===== config.mk =====
export PLATFORM = sky130hd
export DESIGN_NAME = lsb_stego_extractor_unit
export DESIGN_NICKNAME = d
export VERILOG_FILES = /design/src/design/lse_pkg.sv /design/src/design/lse_front.sv /design/src/design/lse_queue.sv /design/src/design/lse_back.sv /design/src/design/lsb_stego_extractor_unit.sv
export VERILOG_INCLUDE_DIRS = /design/src /design/src/design
export SDC_FILE = /design/constraint.sdc
export NUM_CORES = 1
export LEC_CHECK = 0
export BUFFER_PORTS_ARGS = -buffer_cell sky130_fd_sc_hd__buf_2
export CELL_PAD_IN_SITES_DETAIL_PLACEMENT = 0
export CELL_PAD_IN_SITES_GLOBAL_PLACEMENT = 2
export CORE_MARGIN = 2
export CORE_UTILIZATION = 38
export DETAILED_ROUTE_END_ITERATION = 8
export GPL_ROUTABILITY_DRIVEN = 0
export PLACE_DENSITY = 0.85
export SYNTH_ARGS = -nofsm -noshare
export SYNTH_HDL_FRONTEND = slang
export SYNTH_HIERARCHICAL = 1
export SYNTH_SLANG_ARGS = --single-unit

===== constraint.sdc =====
create_clock -name clk -period 2.85 [get_ports clk]
set_input_delay 0.285 -clock clk [delete_from_list [all_inputs] [get_ports clk]]
set_output_delay 0.285 -clock clk [all_outputs]
set_load 0.1 [all_outputs]

===== src/design/assert_macros.svh =====
// Assertion macros shared by the stego extractor RTL.
`ifndef ASSERT_MACROS_SVH
`define ASSERT_MACROS_SVH

`ifndef SYNTHESIS

`define ASSERT_IMPLY(lbl, clk, rst_n, ante, cons, msg) \
    lbl: assert property (@(posedge clk) disable iff (!rst_n) (ante) |-> (cons)) \
        else $error(msg);

`define ASSERT_NEXT(lbl, clk, rst_n, ante, cons, msg) \
    lbl: assert property (@(posedge clk) disable iff (!rst_n) (ante) |=> (cons)) \
        else $error(msg);

`define ASSERT_ALWAYS(lbl, clk, rst_n, prop, msg) \
    lbl: assert property (@(posedge clk) disable iff (!rst_n) (prop)) \
        else $error(msg);

`else

`define ASSERT_IMPLY(lbl, clk, rst_n, ante, cons, msg)
`define ASSERT_NEXT(lbl, clk, rst_n, ante, cons, msg)
`define ASSERT_ALWAYS(lbl, clk, rst_n, prop, msg)

`endif

`endif


===== src/design/lse_pkg.sv =====
// Package: types, codes and constants of the LSB stego extractor.
`timescale 1ns / 1ps
`default_nettype none

package lse_pkg;

    localparam int POSITION_BITS_DEF = 32;
    localparam int HEADER_LEN        = 54;
    localparam int OFFSET_FIELD      = 10;
    localparam int QUEUE_DEPTH       = 4;

    localparam logic [7:0] CH_UPPER_A = 8'h41;
    localparam logic [7:0] CH_UPPER_Z = 8'h5A;
    localparam logic [7:0] CH_LOWER_A = 8'h61;
    localparam logic [7:0] CH_LOWER_Z = 8'h7A;
    localparam logic [7:0] CH_SPACE   = 8'h20;
    localparam logic [7:0] CH_NUL     = 8'h00;

    typedef enum logic [1:0] {
        PH_HEADER,
        PH_SKIP,
        PH_PIXELS,
        PH_DONE
    } phase_t;

    typedef enum logic [2:0] {
        KIND_CHAR      = 3'd0,
        KIND_TERM      = 3'd1,
        KIND_EOF       = 3'd2,
        KIND_SHORT     = 3'd3,
        KIND_NOPIX     = 3'd4,
        KIND_BADCHAR   = 3'd5,
        KIND_MALFORMED = 3'd6
    } kind_t;

    // One record per input transaction that yields results: an optional
    // character followed by an optional closing result.
    typedef struct packed {
        logic       has_char;
        logic [7:0] char_val;
        logic       has_tail;
        kind_t      tail_kind;
    } lse_rec_t;

    function automatic logic in_alphabet(input logic [7:0] c);
        in_alphabet = (c >= CH_UPPER_A && c <= CH_UPPER_Z) ||
                      (c >= CH_LOWER_A && c <= CH_LOWER_Z) ||
                      (c == CH_SPACE);
    endfunction

endpackage

`default_nettype wire


===== src/design/lse_front.sv =====
// Front end: header parse, offset skip and LSB gathering, one byte per cycle while the queue is not full.
`timescale 1ns / 1ps
`default_nettype none
`include "assert_macros.svh"

module lse_front
    import lse_pkg::*;
#(
    parameter int POSITION_BITS = POSITION_BITS_DEF
)
(
    input  wire logic       clk,
    input  wire logic       rst_n,
    input  wire logic       push,
    output logic            full,
    input  wire logic [7:0] file_byte,
    input  wire logic       end_of_file,
    input  wire logic       q_full,
    output lse_rec_t        rec,
    output logic            rec_push
);

    logic [POSITION_BITS-1:0] pos_reg, pos_next;
    logic [31:0]              offset_reg, offset_next;
    logic [7:0]               acc_reg, acc_next;
    logic [2:0]               cnt_reg, cnt_next;
    phase_t                   phase_reg, phase_next;

    logic       accept;
    logic       pos_last_hdr;
    logic       hdr_field;
    logic       offset_small;
    logic       off_match;
    logic       in_pixels;
    logic       char_done;
    logic [7:0] acc_upd;
    logic       char_ok;
    logic       stop;
    logic [1:0] lane;

    assign full   = q_full;
    assign accept = push && !q_full;

    always_comb
    begin
        pos_last_hdr = (pos_reg == POSITION_BITS'(HEADER_LEN - 1));
        hdr_field    = (pos_reg >= POSITION_BITS'(OFFSET_FIELD)) &&
                       (pos_reg <  POSITION_BITS'(OFFSET_FIELD + 4));
        lane         = pos_reg[1:0] + 2'd2;
        offset_small = (offset_reg < 32'(HEADER_LEN));
        off_match    = (32'(pos_reg) == offset_reg);
        in_pixels    = (phase_reg == PH_PIXELS) || (phase_reg == PH_SKIP && off_match);
        char_done    = (cnt_reg == 3'd7);
        acc_upd      = acc_reg | (8'(file_byte[0]) << cnt_reg);
        char_ok      = in_alphabet(acc_upd);
        stop         = in_pixels && char_done && !char_ok;
    end

    // next phase
    always_comb
    begin
        phase_next = phase_reg;
        if (accept)
        begin
            if (end_of_file)
            begin
                phase_next = PH_HEADER;
            end
            else
            begin
                case (phase_reg)
                    PH_HEADER:
                    begin
                        if (pos_last_hdr)
                        begin
                            phase_next = offset_small ? PH_DONE : PH_SKIP;
                        end
                    end
                    PH_SKIP:
                    begin
                        if (off_match)
                        begin
                            phase_next = stop ? PH_DONE : PH_PIXELS;
                        end
                    end
                    PH_PIXELS:
                    begin
                        if (stop)
                        begin
                            phase_next = PH_DONE;
                        end
                    end
                    PH_DONE:
                    begin
                        phase_next = PH_DONE;
                    end
                    default:
                    begin
                        phase_next = PH_HEADER;
                    end
                endcase
            end
        end
    end

    // result record
    always_comb
    begin
        rec = '0;
        rec.tail_kind = KIND_CHAR;
        case (phase_reg)
            PH_HEADER:
            begin
                if (pos_last_hdr)
                begin
                    if (offset_small)
                    begin
                        rec.has_tail  = 1'b1;
                        rec.tail_kind = KIND_MALFORMED;
                    end
                    else if (end_of_file)
                    begin
                        rec.has_tail  = 1'b1;
                        rec.tail_kind = KIND_NOPIX;
                    end
                end
                else if (end_of_file)
                begin
                    rec.has_tail  = 1'b1;
                    rec.tail_kind = KIND_SHORT;
                end
            end
            PH_SKIP:
            begin
                if (!off_match && end_of_file)
                begin
                    rec.has_tail  = 1'b1;
                    rec.tail_kind = KIND_NOPIX;
                end
            end
            default:
            begin
                rec.has_tail = 1'b0;
            end
        endcase
        if (in_pixels)
        begin
            if (char_done)
            begin
                if (acc_upd == CH_NUL)
                begin
                    rec.has_tail  = 1'b1;
                    rec.tail_kind = KIND_TERM;
                end
                else if (char_ok)
                begin
                    rec.has_char = 1'b1;
                    rec.char_val = acc_upd;
                end
                else
                begin
                    rec.has_tail  = 1'b1;
                    rec.tail_kind = KIND_BADCHAR;
                end
            end
            if (end_of_file && !stop)
            begin
                rec.has_tail  = 1'b1;
                rec.tail_kind = KIND_EOF;
            end
        end
        rec_push = accept && (rec.has_char || rec.has_tail);
    end

    // datapath
    always_comb
    begin
        pos_next    = pos_reg;
        offset_next = offset_reg;
        acc_next    = acc_reg;
        cnt_next    = cnt_reg;
        if (accept)
        begin
            if (end_of_file)
            begin
                pos_next    = '0;
                offset_next = '0;
                acc_next    = '0;
                cnt_next    = '0;
            end
            else
            begin
                if (!(&pos_reg))
                begin
                    pos_next = pos_reg + POSITION_BITS'(1);
                end
                if (phase_reg == PH_HEADER && hdr_field)
                begin
                    for (int i = 0; i < 4; i++)
                    begin
                        if (lane == 2'(i))
                        begin
                            offset_next[8*i +: 8] = offset_reg[8*i +: 8] | file_byte;
                        end
                    end
                end
                if (in_pixels)
                begin
                    if (char_done)
                    begin
                        acc_next = '0;
                        cnt_next = '0;
                    end
                    else
                    begin
                        acc_next = acc_upd;
                        cnt_next = cnt_reg + 3'd1;
                    end
                end
            end
        end
    end

    always_ff @(posedge clk or negedge rst_n)
    begin
        if (!rst_n)
        begin
            pos_reg    <= '0;
            offset_reg <= '0;
            acc_reg    <= '0;
            cnt_reg    <= '0;
            phase_reg  <= PH_HEADER;
        end
        else
        begin
            pos_reg    <= pos_next;
            offset_reg <= offset_next;
            acc_reg    <= acc_next;
            cnt_reg    <= cnt_next;
            phase_reg  <= phase_next;
        end
    end

    `ASSERT_NEXT(a_eof_rearms, clk, rst_n, accept && end_of_file, pos_reg == '0 && phase_reg == PH_HEADER && cnt_reg == 3'd0, "end of file did not rearm the parser")
    `ASSERT_IMPLY(a_char_nonzero, clk, rst_n, rec_push && rec.has_char, rec.char_val != CH_NUL && !(rec.has_tail && rec.tail_kind != KIND_EOF), "bad character record")

endmodule

`default_nettype wire


===== src/design/lse_queue.sv =====
// Record queue between the parsing front end and the result back end.
`timescale 1ns / 1ps
`default_nettype none
`include "assert_macros.svh"

module lse_queue
    import lse_pkg::*;
(
    input  wire logic     clk,
    input  wire logic     rst_n,
    input  wire logic     wr_en,
    input  wire lse_rec_t wr_rec,
    output logic          q_full,
    input  wire logic     rd_en,
    output lse_rec_t      rd_rec,
    output logic          q_empty
);

    localparam int PTR_W = $clog2(QUEUE_DEPTH);

    lse_rec_t         entries_reg [QUEUE_DEPTH];
    logic [PTR_W-1:0] wr_ptr_reg, wr_ptr_next;
    logic [PTR_W-1:0] rd_ptr_reg, rd_ptr_next;
    logic [PTR_W:0]   count_reg, count_next;
    logic             do_wr;
    logic             do_rd;

    assign q_full  = (count_reg == (PTR_W+1)'(QUEUE_DEPTH));
    assign q_empty = (count_reg == '0);
    assign rd_rec  = entries_reg[rd_ptr_reg];
    assign do_wr   = wr_en && !q_full;
    assign do_rd   = rd_en && !q_empty;

    always_comb
    begin
        wr_ptr_next = do_wr ? wr_ptr_reg + PTR_W'(1) : wr_ptr_reg;
        rd_ptr_next = do_rd ? rd_ptr_reg + PTR_W'(1) : rd_ptr_reg;
        count_next  = count_reg;
        if (do_wr && !do_rd)
        begin
            count_next = count_reg + (PTR_W+1)'(1);
        end
        else if (do_rd && !do_wr)
        begin
            count_next = count_reg - (PTR_W+1)'(1);
        end
    end

    always_ff @(posedge clk)
    begin
        if (do_wr)
        begin
            entries_reg[wr_ptr_reg] <= wr_rec;
        end
    end

    always_ff @(posedge clk or negedge rst_n)
    begin
        if (!rst_n)
        begin
            wr_ptr_reg <= '0;
            rd_ptr_reg <= '0;
            count_reg  <= '0;
        end
        else
        begin
            wr_ptr_reg <= wr_ptr_next;
            rd_ptr_reg <= rd_ptr_next;
            count_reg  <= count_next;
        end
    end

    `ASSERT_ALWAYS(a_count_bound, clk, rst_n, count_reg <= (PTR_W+1)'(QUEUE_DEPTH), "queue count overflow")
    `ASSERT_ALWAYS(a_ptr_count, clk, rst_n, PTR_W'(wr_ptr_reg - rd_ptr_reg) == count_reg[PTR_W-1:0], "queue pointers disagree with count")

endmodule

`default_nettype wire


===== src/design/lse_back.sv =====
// Back end: splits each queued record into result transactions.
`timescale 1ns / 1ps
`default_nettype none

module lse_back
    import lse_pkg::*;
(
    input  wire logic       clk,
    input  wire logic       rst_n,
    input  wire lse_rec_t   head_rec,
    input  wire logic       q_empty,
    output logic            deq,
    output logic            empty,
    input  wire logic       pop,
    output logic [2:0]      result_kind,
    output logic [7:0]      character,
    output logic            last_result
);

    logic sub_reg, sub_next;
    logic show_char;
    logic take;

    assign empty     = q_empty;
    assign show_char = head_rec.has_char && !sub_reg;
    assign take      = pop && !q_empty;

    always_comb
    begin
        result_kind = show_char ? KIND_CHAR : head_rec.tail_kind;
        character   = show_char ? head_rec.char_val : 8'h00;
        last_result = !show_char;
    end

    always_comb
    begin
        sub_next = sub_reg;
        deq      = 1'b0;
        if (take)
        begin
            if (show_char && head_rec.has_tail)
            begin
                sub_next = 1'b1;
            end
            else
            begin
                sub_next = 1'b0;
                deq      = 1'b1;
            end
        end
    end

    always_ff @(posedge clk or negedge rst_n)
    begin
        if (!rst_n)
        begin
            sub_reg <= 1'b0;
        end
        else
        begin
            sub_reg <= sub_next;
        end
    end

endmodule

`default_nettype wire


===== src/design/lsb_stego_extractor_unit.sv =====
// Top level of the LSB stego extractor: front end, record queue, back end.
`timescale 1ns / 1ps
`default_nettype none

// Streams a BMP file one byte per transaction (end_of_file on the last byte)
// and returns the hidden message: one result per decoded letter or space,
// then a closing result (terminator, end of file, or an error kind) with
// last_result set. A byte is taken every cycle while full is low; the front
// end parses it in that same cycle and writes at most one record into a
// four-entry queue. Results show the cycle after the byte is taken if the
// queue was empty, then one per cycle while pop is high; only a byte that
// both completes a character and ends the file yields two results. full
// rises only when the queue holds four records the consumer has not
// popped. After the final byte the unit is ready for the next file at once.
module lsb_stego_extractor_unit
    import lse_pkg::*;
#(
    parameter int POSITION_BITS = POSITION_BITS_DEF
)
(
    input  wire logic       clk,
    input  wire logic       rst_n,
    input  wire logic       push,
    output logic            full,
    input  wire logic [7:0] file_byte,
    input  wire logic       end_of_file,
    output logic            empty,
    input  wire logic       pop,
    output logic [2:0]      result_kind,
    output logic [7:0]      character,
    output logic            last_result
);

    lse_rec_t rec;
    lse_rec_t head_rec;
    logic     rec_push;
    logic     q_full;
    logic     q_empty;
    logic     deq;

    lse_front #(
        .POSITION_BITS(POSITION_BITS)
    ) u_front (
        .clk        (clk),
        .rst_n      (rst_n),
        .push       (push),
        .full       (full),
        .file_byte  (file_byte),
        .end_of_file(end_of_file),
        .q_full     (q_full),
        .rec        (rec),
        .rec_push   (rec_push)
    );

    lse_queue u_queue (
        .clk    (clk),
        .rst_n  (rst_n),
        .wr_en  (rec_push),
        .wr_rec (rec),
        .q_full (q_full),
        .rd_en  (deq),
        .rd_rec (head_rec),
        .q_empty(q_empty)
    );

    lse_back u_back (
        .clk        (clk),
        .rst_n      (rst_n),
        .head_rec   (head_rec),
        .q_empty    (q_empty),
        .deq        (deq),
        .empty      (empty),
        .pop        (pop),
        .result_kind(result_kind),
        .character  (character),
        .last_result(last_result)
    );

endmodule

`default_nettype wire

Word level (Yosys, flattened, before mapping). Memories as Yosys holds them, arrays and structs flattened. Cells that the tools add are included. Widths: inputs -> output; s select.

Reduce and logical (&&, ||, !) cells: 50. Multiplexer cells: 44. Shifts and indexed selects: 1. Div/mod/pow operators: 0. Eq/ne operators: 15. $mul: 0. Magnitude comparators: 7. Add/sub/neg operators: 7. Bitwise logic cells: 5.

Operators with widths (number): $mux 32 (4); $mux 8 (8); $or 8x8->8 (5); $add 32x1->32 const B (1); $eq 32x32->1 (1); $eq 32x6->1 const B (1); $ge 32x4->1 const B (1); $lt 32x4->1 const B (1); $lt 32x6->1 const B (1); $mux 4 (8); $reduce_and 32->1 (1); $mux 13 (2); $logic_and 1x1->1 (18); $mux 3 (6); $mux 9 (2); $ge 8x7->1 const B (2); $le 8x7->1 const B (2); $reduce_bool 2->1 (7); $reduce_and 3->1 (4); $mux 2 (5); $logic_not 1->1 (9); $ne 3x2->1 const B (3); $eq 2x2->1 const B (4); $eq 8x6->1 const B (1); 18 further kinds (32).

Memory bits (read-only): 0. Bits in writable memories: 52. Logic and storage cells: 142. Bits of input ports: 13. Bits in latches: 0. Output and inout bits: 14. Flip-flop bits (word level): 85. Memories kept: 1.

Memories: u_queue.entries_reg (words 4, width 13, rd ports 1, clocked after Yosys merged registers in 0, wr ports 1, RTL line lse_queue.sv:21) `lse_rec_t entries_reg [QUEUE_DEPTH];`.

Longest topological paths before layout. Gate-level depths: netlist (run 1).

Word-level depth: 19. Mapped depth: 16. Mapped depth without buffers: 15.

By module. The synthesis (run 1) kept the hierarchy.

By module, submodules not included: lse_front (instances 1, area an instance 4571.9 um2, sequential area each 1926.8 um2, cells an instance 518); lse_queue (instances 1, area an instance 2311.0 um2, sequential area each 1736.7 um2, cells an instance 104); lse_back (instances 1, area an instance 163.9 um2, sequential area each 25.0 um2, cells an instance 20).

Worst setup path after synthesis (run 1). No wires, ideal clock.

Path kind: register -> register. Start: register u_front.pos_reg[13]. End: register u_queue.count_reg[2]. Path slack: -0.308 ns. Required time: 2.771 ns. Stages on the path, launching flop included: 16. Arrival time: 3.079 ns. Library setup time: 0.079 ns. Cells stage by stage: dfrtp_1 > buf_6 > xor2_1 > nor4_2 > nand4_2 > o31ai_2 > o21ai_0 > a21oi_1 > nor2b_1 > buf_6 > ha_1 > inv_1 > fa_1 > xor2_1 > nor2_1 > xor2_1.

Cells in the longest elaborated chain, start to end: 16. Elaborated cells between the ends (all ways): 26. Those cells by class: 2 x eq/ne; 9 x mux; 15 x reduce/logical.

RTL lines: start: declaration (RTL line lse_front.sv:23) `logic [POSITION_BITS-1:0] pos_reg, pos_next;`; start signal: assignment (RTL line lse_front.sv:236) `pos_reg <= pos_next;`; $eq 32x32->1 (RTL line lse_front.sv:51) `off_match = (32'(pos_reg) == offset_reg);`; $logic_not 1->1 (RTL line lse_front.sv:135) `if (!off_match && end_of_file)`; $logic_and 1x1->1 (RTL line lse_front.sv:135); $mux 4 (RTL line lse_front.sv:135); $pmux 1 s2 (RTL line lse_front.sv:111) `case (phase_reg)`; $mux 4 (RTL line lse_front.sv:155) `else if (char_ok)`; $mux 4 (RTL line lse_front.sv:150) `if (acc_upd == CH_NUL)`; $mux 13 (RTL line lse_front.sv:148) `if (char_done)`; (+2 left out); $logic_or 1x1->1 * (RTL line lse_front.sv:172) `rec_push = accept && (rec.has_char || rec.has_tail);`; $logic_and 1x1->1 * (RTL line lse_front.sv:172); via rec_push (RTL line lsb_stego_extractor_unit.sv:36) `logic rec_push;`; $logic_and 1x1->1 * (RTL line lse_queue.sv:31) `assign do_wr = wr_en && !q_full;`; via u_queue.do_wr (RTL line lse_queue.sv:25) `logic do_wr;`; $logic_not 1->1 (RTL line lse_queue.sv:43) `else if (do_rd && !do_wr)`; $logic_and 1x1->1 (RTL line lse_queue.sv:43); $reduce_bool 2->1 (no source line); end signal: assignment (RTL line lse_queue.sv:69) `count_reg <= count_next;`; end: declaration (RTL line lse_queue.sv:24) `logic [PTR_W:0] count_reg, count_next;`.

Mark *: on every way through the listed nets, which the timed path passes. The rest lies on a longest branch. A chain may end at the register's enable or synchronous reset.

Worst setup path in the final report (run 1).
Start: register u_front.offset_reg[14]. End: register u_queue.count_reg[1].

Elaborated cells between the ends (all ways): 27. Those cells by class: 1 x order compare; 1 x eq/ne; 10 x mux; 15 x reduce/logical.

RTL lines: start: declaration (RTL line lse_front.sv:24) `logic [31:0] offset_reg, offset_next;`; start signal: assignment (RTL line lse_front.sv:237) `offset_reg <= offset_next;`; branches (longest 9 deep; another with $lt 32x6->1); $mux 13 * (RTL line lse_front.sv:146) `if (in_pixels)`; $logic_or 1x1->1 * (RTL line lse_front.sv:172); $logic_and 1x1->1 * (RTL line lse_front.sv:172); via rec_push (RTL line lsb_stego_extractor_unit.sv:36); $logic_and 1x1->1 * (RTL line lse_queue.sv:31); $logic_and 1x1->1 * (RTL line lse_queue.sv:39) `if (do_wr && !do_rd)`; $mux 3 * (RTL line lse_queue.sv:39); via u_queue.count_next[1] (RTL line lse_queue.sv:24).

Mark *: on every way through the listed nets, which the timed path passes.

==> flow_summary.json, run 1 <==
{
  "min_path_type": "input port to flip-flop",
  "grt_overflow": 0,
  "start_util_pct": 39.0,
  "fin_crit_sh_pct": 101,
  "synth-async-reset-ratio_pct": 62.0,
  "globalRouteTotalUtil_pct": 19.7,
  "place_area_um2": 7930,
  "required_ns": 3.16,
  "root_buffer": "clkbuf_16",
  "met2_usage_pct": 33.6,
  "cts_buffers": 17,
  "cp_slowest_cell": "dfrtp_1",
  "synth_cell_type_count": 66,
  "arrival_ns": 3.19,
  "pre_cts_ws_ns": -0.153,
  "io_buffer_count": 26,
  "drive_gt1_share_pct": 27.0,
  "fin_crit_ns": 2.88,
  "setup_slack_ns": -0.0297,
  "yosysMostFrequentCell": "nor2_1",
  "powerDensity_nw_per_um2": 934,
  "ys_ff_latch": 137,
  "cp_cell_sequence": "xor2_1, nor4_1, buf_4, nand4_2, buf_4, nor2_4, o41a_1, a21oi_2, nor2b_4, ha_4, inv_2, fa_2, mux2_4",
  "routedWlPerCell_um": 19.1,
  "fin_nets": 759,
  "grtUsageMet1_pct": 24.5,
  "syn2layout_area_growth_pct": 23.7,
  "postSynthCellCount": 642,
  "synth.largest_area_cell": "dfrtp_1",
  "start_kind": "flip-flop",
  "grtUsageMet3_pct": 4.17,
  "dr.pass1.iters": 6,
  "io_pins": 27,
  "synth_nets": 667,
  "num_rows": 49,
  "vias": 5332,
  "failed_checks": "design-rule violations, negative setup slack",
  "synth_area_leaders": "dfrtp_1 (30%), edfxtp_1 (22%), nor2_1 (4.9%)",
  "busiest_layer": "met2",
  "drt_first_iter_violations": 458,
  "cts_tree": "built",
  "die_area_um2": 19600,
  "synth_warnings": 6,
  "maxSlewViolCount": 0,
  "path_class": "flip-flop to flip-flop",
  "antennaDiodeCount": 0,
  "cp_max_fo": 3,
  "maxSlewHeadroom_pct": 49.1,
  "path_clk_slew_ns": 0.07,
  "syn_avg_cell_area_um2": 11.0,
  "design_area_um2": 8710,
  "die_x_um": 140,
  "rsz0062_at_grt": "yes",
  "worstMarginPinSlew_ns": 0.759,
  "crit_top_cell": "buf_4",
  "yosysSeqAreaShare_pct": 52.3,
  "timing.max_cap.violations": 0,
  "largest_reg_flops": 52,
  "critPathCaptureType": "flip-flop",
  "clock_skew_ns": 0.00778,
  "core-area_um2": 18100,
  "cts_sinks": 137,
  "grt_max_degree": 61,
  "clock.fmax_mhz": 347,
  "clock_path_buffers": 2,
  "drcViolationCount": 1,
  "ctsHtreeMaxLevel": 4,
  "dieHeight_um": 140,
  "via_per_inst": 5.46,
  "yosys.area.top_type_share_pct": 30.2,
  "grt_antenna_before_repair": 0,
  "grt_pass1_wl_mm": 29.7,
  "dpl.hpwl_mm": 13.0,
  "outcome": "complete, but fails checks",
  "synthFlopType": "dfrtp_1",
  "power_leakage_nw": 3.73,
  "setup_viol_count_final": 2,
  "peakVddDrop_uv": 527,
  "max_stage_delay_ns": 0.43,
  "clk_latency_ns": 0.43,
  "yosys-top-cells-count": "nor2_1 (92), dfrtp_1 (85), a21oi_1 (53), edfxtp_1 (52), xor2_1 (36)",
  "hold_viol_final": 0,
  "synthesis.area_um2": 7050,
  "ant_nets": 0,
  "synth_edf_count": 52,
  "grt_pass1_vias": 5499,
  "drt-total-wl_mm": 18.6
}
==> layer usage <==
layer	part of all wire, %	up-vias
li1	-	2496
met1	43	2677
met2	51	123
met3	3.4	36
met4	2.8	0
met5	0	-
==> final timing paths <==
check / from / end / slack, ns / depth (start not counted)
setup / recovery: u_front/offset_reg[14] / u_queue/count_reg[1] / -0.03 / 13
hold / removal: file_byte[1] / u_front/offset_reg[1] / 0.15 / 3
setup reg to reg: u_front/offset_reg[14] / u_queue/count_reg[1] / -0.03 / 13
hold reg to reg: u_queue/count_reg[2] / u_queue/count_reg[2] / 0.48 / 1
max in group asynchronous: rst_n / u_front/pos_reg[22] / 1.71 / 3
min in group asynchronous: rst_n / u_front/acc_reg[4] / 0.42 / 2
==> final cells by class <==
class	instances	area, um2
Timing Repair Buffer	109	841
Clock inverter	15	136
Fill cell	1635	9370
Tap cell	229	287
Inverter	15	56.3
Sequential cell	137	3690
Clock buffer	17	425
Multi-Input combinational cell	454	3280
==> layout by cell type (no fill, tap or decap), types with 3 or more instances in the layout <==
cell,instances
xor2_1,31
buf_2,25
xnor2_1,28
dfrtp_1,83
xor2_2,5
nand2_1,23
and3_1,6
buf_12,6
inv_1,14
and2_1,18
ha_1,10
mux4_2,13
nor3_1,27
nand4_1,12
nand3_1,19
buf_4,75
nor2b_1,6
clkinvlp_4,3
inv_6,5
nor2_1,90
a21oi_1,52
nor4_2,15
a31oi_1,6
clkbuf_16,17
edfxtp_1,52
clkinv_4,3
nor4_1,11
nand2b_1,3
and4_1,6
and4b_1,3
mux2_4,5
or3_1,5
o21ai_0,12
==> stage by stage <==
step	cells	total power (W)	setup TNS, ns	hold WS, ns	util, %
CTS	973	0.00810	-0.00411	0.136	47.4
global placement	938	0.00587	-0.230	0.339	43.8
floorplan	642	0.00511	-0.157	-0.0106	-
detailed placement	938	0.00593	-0.266	0.345	43.8
finish	976	0.00814	-0.0570	0.151	48.2
global route	976	0.00857	-0.244	0.144	48.2
==> where the power goes <==
| part | total, W | switching (W) | internal, W |
|---|---|---|---|
| logic | 0.00325 | 0.00206 | 0.00119 |
| clock network | 0.00210 | 0.000951 | 0.00114 |
| registers | 0.00279 | 0.000381 | 0.00241 |
==> repair_timing <==
item | in CTS | in global routing
endpoints found under the setup margin | 2 | 15
pin swaps | 8 | 9
endpoints found under the hold margin | 40 | 0
resized for setup | 11 | 20
hold buffers | 1 | 0
setup buffers | 2 | 3
==> cell families (layout without fill, tap and decap cells) <==
group                      Yosys count  in the layout  synth area share [%]
DFF                                137            137                  52.3
xor gates and xnor gates            64             64                  7.95
muxes                               20             20                  5.47
other                                1              1                0.0532
buffers and inverters               51            156                  4.01
adders and majority gates           12             12                  2.24
and+or+nand+nor                    267            267                  20.2
AOI/OAI and AO/OA                   90             90                  7.76
==> worst max-delay path, delay by kind of cell (launching register included) <==
kind	cells	cell delay, ns
buffers and inverters	3	0.40
AND/OR/NAND/NOR	4	0.63
XOR/XNOR	1	0.18
flip-flops	1	0.43
AO/OA/AOI/OAI	2	0.26
adder cells (fa/ha/maj)	2	0.58
multiplexers	1	0.27
Power figures use the tool's default switching activity.
==> run 2, diff against run 1 <==
--- a/config.mk
+++ b/config.mk
@@ -9,11 +9,11 @@
 export BUFFER_PORTS_ARGS = -buffer_cell sky130_fd_sc_hd__buf_2
 export CELL_PAD_IN_SITES_DETAIL_PLACEMENT = 0
 export CELL_PAD_IN_SITES_GLOBAL_PLACEMENT = 2
-export CORE_MARGIN = 2
 export CORE_UTILIZATION = 38
 export DETAILED_ROUTE_END_ITERATION = 8
 export GPL_ROUTABILITY_DRIVEN = 0
 export PLACE_DENSITY = 0.85
+export SKIP_CTS_REPAIR_TIMING = 1
 export SYNTH_ARGS = -nofsm -noshare
 export SYNTH_HDL_FRONTEND = slang
 export SYNTH_HIERARCHICAL = 1
==> run 2 against run 1 <==
The flow still finishes with violations (design-rule violations, negative setup slack). Register-to-register slack lost 0.02 ns. Flip-flop and latch count unchanged. Global-route usage up 0.26 points.
==> flow_summary.json, run 2 (synthesis results as in run 1) <==
{
  "instances_no_fill": 975,
  "setup_slack_ns": -0.0512,
  "min_path_type": "input port to flip-flop",
  "cp_slowest_cell": "dfrtp_1",
  "crit_top_cell": "buf_4",
  "path_clk_slew_ns": 0.07,
  "design_area_um2": 8680,
  "clock.fmax_mhz": 345,
  "dp_cells": 934,
  "peakVddDrop_uv": 515,
  "drt-total-wl_mm": 18.2,
  "final_cell_mix": "nor2_1 (90), dfrtp_1 (82), buf_4 (74)",
  "pre_cts_ws_ns": -0.253,
  "clk_latency_ns": 0.42,
  "critPathCaptureType": "flip-flop",
  "grt_overflow": 0,
  "start_kind": "flip-flop",
  "power_leakage_nw": 3.74,
  "required_ns": 3.15,
  "start_util_pct": 39.0,
  "worstSetupStartpoint": "u_front/pos_reg[17]",
  "maxSlewHeadroom_pct": 45.5,
  "cp_max_fo": 3,
  "min_from": "file_byte[1]",
  "syn2layout_area_growth_pct": 23.2,
  "vias": 5284,
  "path_class": "flip-flop to flip-flop",
  "clock_skew_ns": 0.0186,
  "setup-tns-final_ns": -0.0935,
  "fin_nets": 758,
  "dpl.hpwl_mm": 12.8,
  "arrival_ns": 3.20,
  "mostFrequentLayoutCell": "nor2_1",
  "outcome": "complete, but fails checks",
  "num_rows": 49,
  "via_per_inst": 5.42,
  "cts_buffers": 17,
  "routedWlPerCell_um": 18.7,
  "grt_antenna_before_repair": 0,
  "drcViolationCount": 1,
  "die_x_um": 138,
  "rsz0062_at_grt": "yes",
  "dieHeight_um": 138,
  "rr_startpoint": "u_front/pos_reg[17]",
  "hold_viol_final": 0,
  "core-area_um2": 18100,
  "place_area_um2": 7900,
  "cp_cell_sequence": "buf_4, nor2_1, and4_1, buf_4, a31oi_1, and2_1, o21ai_2, a21oi_2, nor2b_4, ha_4, inv_2, fa_2, mux2_4",
  "worstMarginPinSlew_ns": 0.814,
  "nFillCells": 1634,
  "antennaDiodeCount": 0,
  "grt_pass1_vias": 5459,
  "die_area_um2": 19100,
  "root_buffer": "clkbuf_16",
  "io_pins": 27,
  "ctsHtreeMaxLevel": 4,
  "p_total_w": 0.00823,
  "grt_max_degree": 86,
  "largest_reg_flops": 52,
  "powerDensity_nw_per_um2": 948,
  "globalRouteTotalUtil_pct": 20.0,
  "maxSlewViolCount": 0,
  "clock_path_buffers": 2,
  "fin_crit_ns": 2.90,
  "cts_tree": "built",
  "fin_crit_sh_pct": 102,
  "failed_checks": "design-rule violations, negative setup slack",
  "max_stage_delay_ns": 0.45,
  "ant_nets": 0,
  "io_buffer_count": 26,
  "timing.max_cap.violations": 0,
  "drive_gt1_share_pct": 26.1,
  "dr.pass1.iters": 6,
  "grt_pass1_wl_mm": 29.3,
  "cts_sinks": 137,
  "drt_first_iter_violations": 323,
  "setup_viol_count_final": 2
}
==> run 2: cell types whose count changed in the layout (fill, tap and decap cells not counted), sizes merged <==
| cell | previous run | this run |
|---|---|---|
| buf | 108 | 107 |
| bufinv | 0 | 1 |
| clkinv | 4 | 2 |
| clkinvlp | 4 | 1 |
| inv | 22 | 26 |
==> run 2: per-layer routing <==
metal  wire [um]  vias up  global-route usage (%)
met4         505        0                    9.17
met1        7840     2629                    24.7
li1            -     2494                       -
met2        9150      134                    34.0
met3         746       27                    3.74
met5           0        -                       0
==> run 2: through the flow <==
stage / util, % / hold slack [ns]
after floorplan: - / -0.0106
after global placement: 43.7 / 0.372
after detailed placement: 43.7 / 0.379
after CTS: 47.0 / -0.0675
after global routing: 48.0 / 0.164
final: 48.0 / 0.160
==> run 2: critical path, delay by kind of cell (launching register included) <==
kind	cells	cell delay, ns
simple gates	4	0.80
fa+ha+maj	2	0.59
flops	1	0.45
buf+inv	3	0.36
compound gates	3	0.31
mux	1	0.27
==> run 2: worst paths after layout <==
path                            slack, ns  cells after the start                     end
worst max-delay path                -0.05                     13    u_queue/count_reg[1]
worst min-delay path                 0.16                      3  u_front/offset_reg[25]
worst max register to register      -0.05                     13    u_queue/count_reg[1]
worst min register to register       0.50                      1    u_queue/count_reg[2]
max in group asynchronous            1.97                      3      u_front/pos_reg[5]
min in group asynchronous            0.43                      3      u_front/acc_reg[1]
==> run 2: power breakdown <==
part           total [W]  switching, W  internal [W]
clock            0.00222      0.000962       0.00126
sequential       0.00276      0.000350       0.00241
combinational    0.00325       0.00206       0.00119
==> run 2: cell type report <==
cell class	instances	area, um2	area share (%)
Clock buffer	17	425	4.90
Clock inverter	15	171	1.97
Inverter	15	56.3	0.649
Multi-Input combinational cell	454	3220	37.0
Sequential cell	137	3690	42.5
Tap cell	229	287	3.30
Timing Repair Buffer	108	833	9.60
